[src/rtl/ecc_pkg.sv]
`timescale 1ns / 1ps
`default_nettype none
// ----------------------------------------------------------------------------
// ecc_pkg
// shared constants and types for the eigenvector certainty colormap
// ----------------------------------------------------------------------------
package ecc_pkg;

    // q30 values up to and including 1.0
    localparam int                Q30_W    = 31;
    localparam logic [Q30_W-1:0]  Q30_ONE  = 31'h4000_0000;

    // quarter-turn fraction in q24, up to and including 1.0
    localparam int                U_W      = 25;
    localparam logic [U_W-1:0]    U_ONE    = 25'h100_0000;

    // restoring divider: 39 quotient bits, 4 per stage
    localparam int                DIV_Q_W    = 39;
    localparam int                DIV_STEPS  = 4;
    localparam int                DIV_STAGES = (DIV_Q_W + DIV_STEPS - 1) / DIV_STEPS;

    // gain in q16, capped
    localparam int                GAIN_W   = 39;
    localparam logic [GAIN_W-1:0] GAIN_CAP = 39'h40_0000_0000;

    // quarter sine polynomial, innermost coefficient first
    localparam int                SINE_TERMS = 5;
    localparam logic [Q30_W-1:0]  SINE_C [SINE_TERMS] = '{
        31'd172272, 31'd5026995, 31'd85569306, 31'd693598668, 31'd1686629713
    };

    // vector select codes
    localparam logic [1:0] VSEL_SMALL  = 2'd0;
    localparam logic [1:0] VSEL_MIDDLE = 2'd1;
    localparam logic [1:0] VSEL_LARGE  = 2'd2;

    // register index
    localparam logic REG_VSEL = 1'b0;
    localparam logic REG_MAX  = 1'b1;

    typedef struct packed {
        logic l2_zero;
        logic d3_zero;
        logic d2_zero;
        logic neg1;
        logic neg2;
        logic gain_ovf;
    } t_side;

    typedef struct packed {
        logic [Q30_W-1:0] x;
        logic [Q30_W-1:0] y;
        logic [Q30_W-1:0] z;
    } t_dir;

endpackage
`default_nettype wire

[src/rtl/ecc_div.sv]
`timescale 1ns / 1ps
`default_nettype none
// ----------------------------------------------------------------------------
// ecc_div
// pipelined restoring divider, a few quotient bits per stage
// ----------------------------------------------------------------------------
module ecc_div #(
    parameter int W = 34
) (
    input  wire logic                        i_clk,
    input  wire logic [W-1:0]                i_r0,
    input  wire logic [W-1:0]                i_d,
    input  wire logic [ecc_pkg::DIV_Q_W-2:0] i_low,
    output logic      [ecc_pkg::DIV_Q_W-1:0] o_q
);
    import ecc_pkg::*;

    logic [W-1:0]         r_r   [DIV_STAGES];
    logic [W-1:0]         r_d   [DIV_STAGES];
    logic [DIV_Q_W-2:0]   r_low [DIV_STAGES];
    logic [DIV_Q_W-1:0]   r_q   [DIV_STAGES];

    for (genvar s = 0; s < DIV_STAGES; s++) begin : g_stage
        logic [W-1:0]       src_r;
        logic [W-1:0]       src_d;
        logic [DIV_Q_W-2:0] src_low;
        logic [DIV_Q_W-1:0] src_q;
        logic [W-1:0]       n_r;
        logic [DIV_Q_W-2:0] n_low;
        logic [DIV_Q_W-1:0] n_q;
        logic               c_b;

        if (s == 0) begin : g_first
            assign src_r   = i_r0;
            assign src_d   = i_d;
            assign src_low = i_low;
            assign src_q   = '0;
        end else begin : g_next
            assign src_r   = r_r[s-1];
            assign src_d   = r_d[s-1];
            assign src_low = r_low[s-1];
            assign src_q   = r_q[s-1];
        end

        always_comb begin
            n_r   = src_r;
            n_low = src_low;
            n_q   = src_q;
            c_b   = 1'b0;
            for (int j = 0; j < DIV_STEPS; j++) begin
                if (s * DIV_STEPS + j < DIV_Q_W) begin
                    // remainder stays below twice the divisor
                    c_b = (n_r >= src_d);
                    if (c_b) begin
                        n_r = n_r - src_d;
                    end
                    n_r   = {n_r[W-2:0], n_low[DIV_Q_W-2]};
                    n_low = n_low << 1;
                    n_q   = {n_q[DIV_Q_W-2:0], c_b};
                end
            end
        end

        always_ff @(posedge i_clk) begin
            r_r[s]   <= n_r;
            r_d[s]   <= src_d;
            r_low[s] <= n_low;
            r_q[s]   <= n_q;
        end
    end

    assign o_q = r_q[DIV_STAGES-1];

endmodule
`default_nettype wire

[config.mk]
export PLATFORM = sky130hd
export DESIGN_NAME = ecc_div
export DESIGN_NICKNAME = d
export VERILOG_FILES = /design/src/rtl/ecc_pkg.sv /design/src/rtl/ecc_div.sv
export SDC_FILE = /design/constraint.sdc
export NUM_CORES = 2
export LEC_CHECK = 0
export BUFFER_PORTS_ARGS = -buffer_cell sky130_fd_sc_hd__buf_2
export CORE_MARGIN = 2
export CORE_UTILIZATION = 65
export DETAILED_ROUTE_END_ITERATION = 10
export HOLD_SLACK_MARGIN = 0.1
export PLACE_DENSITY_LB_ADDON = 0.05
export SYNTH_ARGS = -nofsm -noshare
export SYNTH_HDL_FRONTEND = slang
export SYNTH_SLANG_ARGS = --single-unit
export TNS_END_PERCENT = 20
[constraint.sdc]
create_clock -name i_clk -period 36 [get_ports i_clk]
set_clock_uncertainty 0.05 [all_clocks]
set_input_delay 0 -clock i_clk [delete_from_list [all_inputs] [get_ports i_clk]]
set_output_delay 0 -clock i_clk [all_outputs]
set_load 0.02 [all_outputs]
* Word-level counts from Yosys, hierarchy flattened
Memories as Yosys holds them, arrays and structs flattened. Index checks and enable logic that the tools add are counted.
Cells by class: mux-type cells 39, $add $sub $neg 39, order comparisons 39
Operator list (number):
- $ge 34x34->1 | 39
- $mux 33 | 39
- $sub 33x33->33 | 39
Storage, ports and cells: word-level logic and storage cells 121, input port bits 107, bits in registers 0, memories 4, RAM bits 1420, output and inout bits 39
Memories:
- r_q | words 10, bits a word 39, rd ports 10, clocked after Yosys merged registers in 0, wr ports 10, line ecc_div.sv:21 | logic [DIV_Q_W-1:0] r_q [DIV_STAGES];
- r_low | words 10, bits a word 35, rd ports 9, clocked after Yosys merged registers in 0, wr ports 10, line ecc_div.sv:20 | logic [DIV_Q_W-2:0] r_low [DIV_STAGES];
- r_d | words 10, bits a word 34, rd ports 9, clocked after Yosys merged registers in 0, wr ports 10, line ecc_div.sv:19 | logic [W-1:0] r_d [DIV_STAGES];
- r_r | words 10, bits a word 34, rd ports 9, clocked after Yosys merged registers in 0, wr ports 10, line ecc_div.sv:18 | logic [W-1:0] r_r [DIV_STAGES];

* Logic depth before layout (Yosys ltp)
An unclocked memory read counts as a cell.
depth after elaboration 9, depth in mapped cells 56, gate-level depth less buffers 51

* Worst setup path before layout
Ideal clock, no wire load.
path type reg2reg, start point mem r_d[1][1], end point mem r_r[2][10], period minus slack after synthesis 11590 ps, slack 24410 ps, data arrival time 11419 ps, required time 35829 ps, stages on the path, launching flop included 48, cell sequence dfxtp_1 -> inv_1 -> fa_1 -> a21oi_1 -> o21ai_1 -> o311a_1 -> or4_1 -> a31oi_2 -> or3_1 -> buf_2 -> and2_1 -> buf_4 -> buf_2 -> mux2_2 -> ha_1 -> clkbuf_1 -> nand4_1 -> nor4_1 -> [12 not listed] -> o21ai_0 -> a41o_1 -> a21oi_2 -> inv_2 -> clkbuf_1 -> mux2_2 -> ha_1 -> and3_1 -> a221o_1 -> a31o_2 -> a22oi_1 -> a21oi_1 -> a221o_1 -> a41o_1 -> a21oi_1 -> o21ai_1 -> clkbuf_1 -> mux2_2
RTL lines (line):
- from (decl) | ecc_div.sv:19
- to (decl) | ecc_div.sv:18

==> results.yml <==
run_status:
  run_status: "complete, no violations"
cells_and_area:
  area_delta_synth_final_pct: 7.79
  layout_common_cells: "ha_1 (1326), a21oi_1 (1190), dfxtp_1 (993)"
  final_common_cell: "ha_1"
  fin_util_pct: 70.7
  drive_gt1_share_pct: 10.7
  finalNetCount: 13900
grt:
  grt_pass1_vias: 90900
  grt_overflow: 0
  grt.total_usage_pct: 39.7
  grt_pass1_wl_um: 498000
  antenna_found_initial: 19
  grt_max_degree: 43
synthesis:
  synth_cells: 12200
  synth_ff_type: "dfxtp_1"
  synth_edf_count: 0
  synth_seq_cells: 993
  synth.avg_cell_area_sq_um: 8.18
  async_flop_share_pct: 0
  yosysWarnings: 0
  yosysSeqAreaShare_pct: 19.9
  synth_cell_types: 104
  synth_nets: 13700
  syn_area_sq_um: 100000
cts:
  cts_tree: "built"
  clkLatencyLatePin_ns: 0.77
  h-tree-depth: 3
  ctsLongestPathBuffers: 3
  root_buffer: "clkbuf_16"
  clkTransAtPathRegs_ns: 0.07
  hold_buffers: 168
  cts_made_buffers: 106
  clock-sinks: 993
  ctsResizeCount: 0
  post-cts-setup-buffers: 0
sta:
  hold_violations: 0
  slew_headroom_pct: 22.5
  timing.setup.tns_ns: 0
  fin_ws_ns: 20.17
  setup_viol: 0
  worst-slew-pin-transition_ns: 1.16
  period_needed_ns: 15.83
  slew_violations: 0
  fmax_mhz: 63.2
  timing.final.crit_share_pct: 44.0
  grt_setup_unrepaired: "false"
setup_path:
  critPathRequiredTime_ns: 36.60
  crit_type: "register to register"
  crit_path_end_kind: "register"
  crit_path_max_fanout: 37
  r2r_cells: 41
  slowest_stage: "o21ai_4"
  cpPeakStageDelay_ns: 0.91
  start_kind: "register"
  cp.arrival_ns: 16.43
routing:
  drt-total-wl_um: 327000
  drc: 0
  drtIter0Drc: 8755
  vias: 95100
  via_per_inst: 6.56
  final_antenna_net_count: 0
  firstDrtPassIters: 8
  drt-wirelength-per-cell_um: 22.5
worst_hold_path:
  hold_path.class: "primary input to register"
  min_path_cells: 5
placement:
  place_ws_ns: 20.53
  io_buffers: 145
  gp_congestion: 1.04
  dp_hpwl_um: 261000
floorplan:
  fp.dieArea_sq_um: 157000
  initial_core_util_pct: 65.6
  core_area_sq_um: 152000
  placementRows: 143
  die_x_um: 396
  io_pins: 146
  die_h_um: 396
job:
  drv_cap: 0
final cells by class:
class,count,area [sq um]
Sequential cell,993,19900
Inverter,782,2940
Clock buffer,132,2910
Antenna cell,8,20.0
Tap cell,2030,2540
Fill cell,12200,44600
Clock inverter,64,800
Multi-Input combinational cell,10200,76100
Timing Repair Buffer,345,2650
state kept, by name, indices dropped and copies added (netlist names):
signal  cells
r_d       306
r_low     162
r_q       219
r_r       306
final timing paths:
kind	from	end	slack [ns]
max	r_d[1][1]	r_r[2][19]	20.17
min	i_r0[0]	r_r[0][4]	0.14
max reg2reg	r_d[1][1]	r_r[2][19]	20.17
min reg2reg	r_low[5][28]	r_low[6][32]	0.27
cells in the mapped netlist (28+ instances only):
| library cell | number | share of area, % |
|---|---|---|
| xor2_1 | 365 | 3.2 |
| o211ai_1 | 94 | 0.71 |
| and4_1 | 34 | 0.30 |
| and3_1 | 124 | 0.78 |
| a221oi_1 | 36 | 0.32 |
| nand3_1 | 227 | 1.1 |
| or3_1 | 75 | 0.47 |
| a21o_1 | 621 | 4.7 |
| ha_1 | 1326 | 17 |
| o21ai_0 | 713 | 3.6 |
| mux2_2 | 794 | 8.9 |
| o221ai_1 | 33 | 0.29 |
| a211oi_1 | 106 | 0.80 |
| nor2b_1 | 152 | 0.95 |
| nand4_1 | 213 | 1.3 |
| a211o_1 | 50 | 0.44 |
| o41ai_1 | 28 | 0.25 |
| buf_2 | 50 | 0.25 |
| dfxtp_1 | 993 | 20 |
| nand2_1 | 798 | 3.0 |
| nand2b_1 | 163 | 1.0 |
| fa_1 | 38 | 0.76 |
| mux2i_1 | 74 | 0.74 |
| nor2_1 | 740 | 2.8 |
| nor4_1 | 49 | 0.31 |
| a41oi_1 | 30 | 0.26 |
| clkbuf_1 | 218 | 0.82 |
| nor3_1 | 185 | 0.93 |
| a21oi_1 | 1192 | 6.0 |
| inv_1 | 764 | 2.9 |
| a31o_2 | 28 | 0.25 |
| o31a_1 | 47 | 0.41 |
| a21boi_0 | 37 | 0.28 |
| xnor2_1 | 686 | 6.0 |
| o31ai_1 | 75 | 0.56 |
| o21bai_1 | 169 | 1.3 |
| and2_1 | 83 | 0.52 |
| or2_2 | 54 | 0.34 |
| a31oi_1 | 142 | 0.89 |
| o21a_1 | 186 | 1.4 |
routing by layer:
layer | global-route usage, % | share of wire, % | vias to the layer above
met5 | 0 | 0.036 | -
met1 | 47.4 | 39 | 44200
met3 | 6.08 | 7.6 | 1218
met4 | 27.2 | 7.8 | 18
li1 | - | - | 45300
met2 | 65.6 | 45 | 4421
stage by stage:
| stage | instances | cell area, sq um | hold WS [ns] |
|---|---|---|---|
| after detailed placement | 14100 | 102000 | 0.0536 |
| after global placement | 14100 | 102000 | 0.0519 |
| after CTS | 14500 | 108000 | 0.101 |
| after floorplan | 12200 | 100000 | -0.0223 |
| after global routing | 14500 | 108000 | 0.140 |
| final | 14500 | 108000 | 0.138 |
cell families after synthesis:
| kind of cell | share of synthesized area (%) |
|---|---|
| simple gates | 14.4 |
| flops | 19.9 |
| xor+xnor | 9.20 |
| buf+inv | 4.18 |
| compound gates | 24.9 |
| fa+ha+maj | 17.3 |
| mux | 10.0 |
critical path, delay by kind of cell, from the launching register on:
family | cells | cell delay [ns]
adders and majority gates | 4 | 1.71
AOI/OAI and AO/OA | 19 | 6.14
DFF | 1 | 0.85
muxes | 4 | 1.72
and+or+nand+nor | 10 | 3.48
buffers and inverters | 4 | 1.74
Power is not shown: default switching activity piles up to over one toggle a cycle in this logic, so the estimate is an artifact.
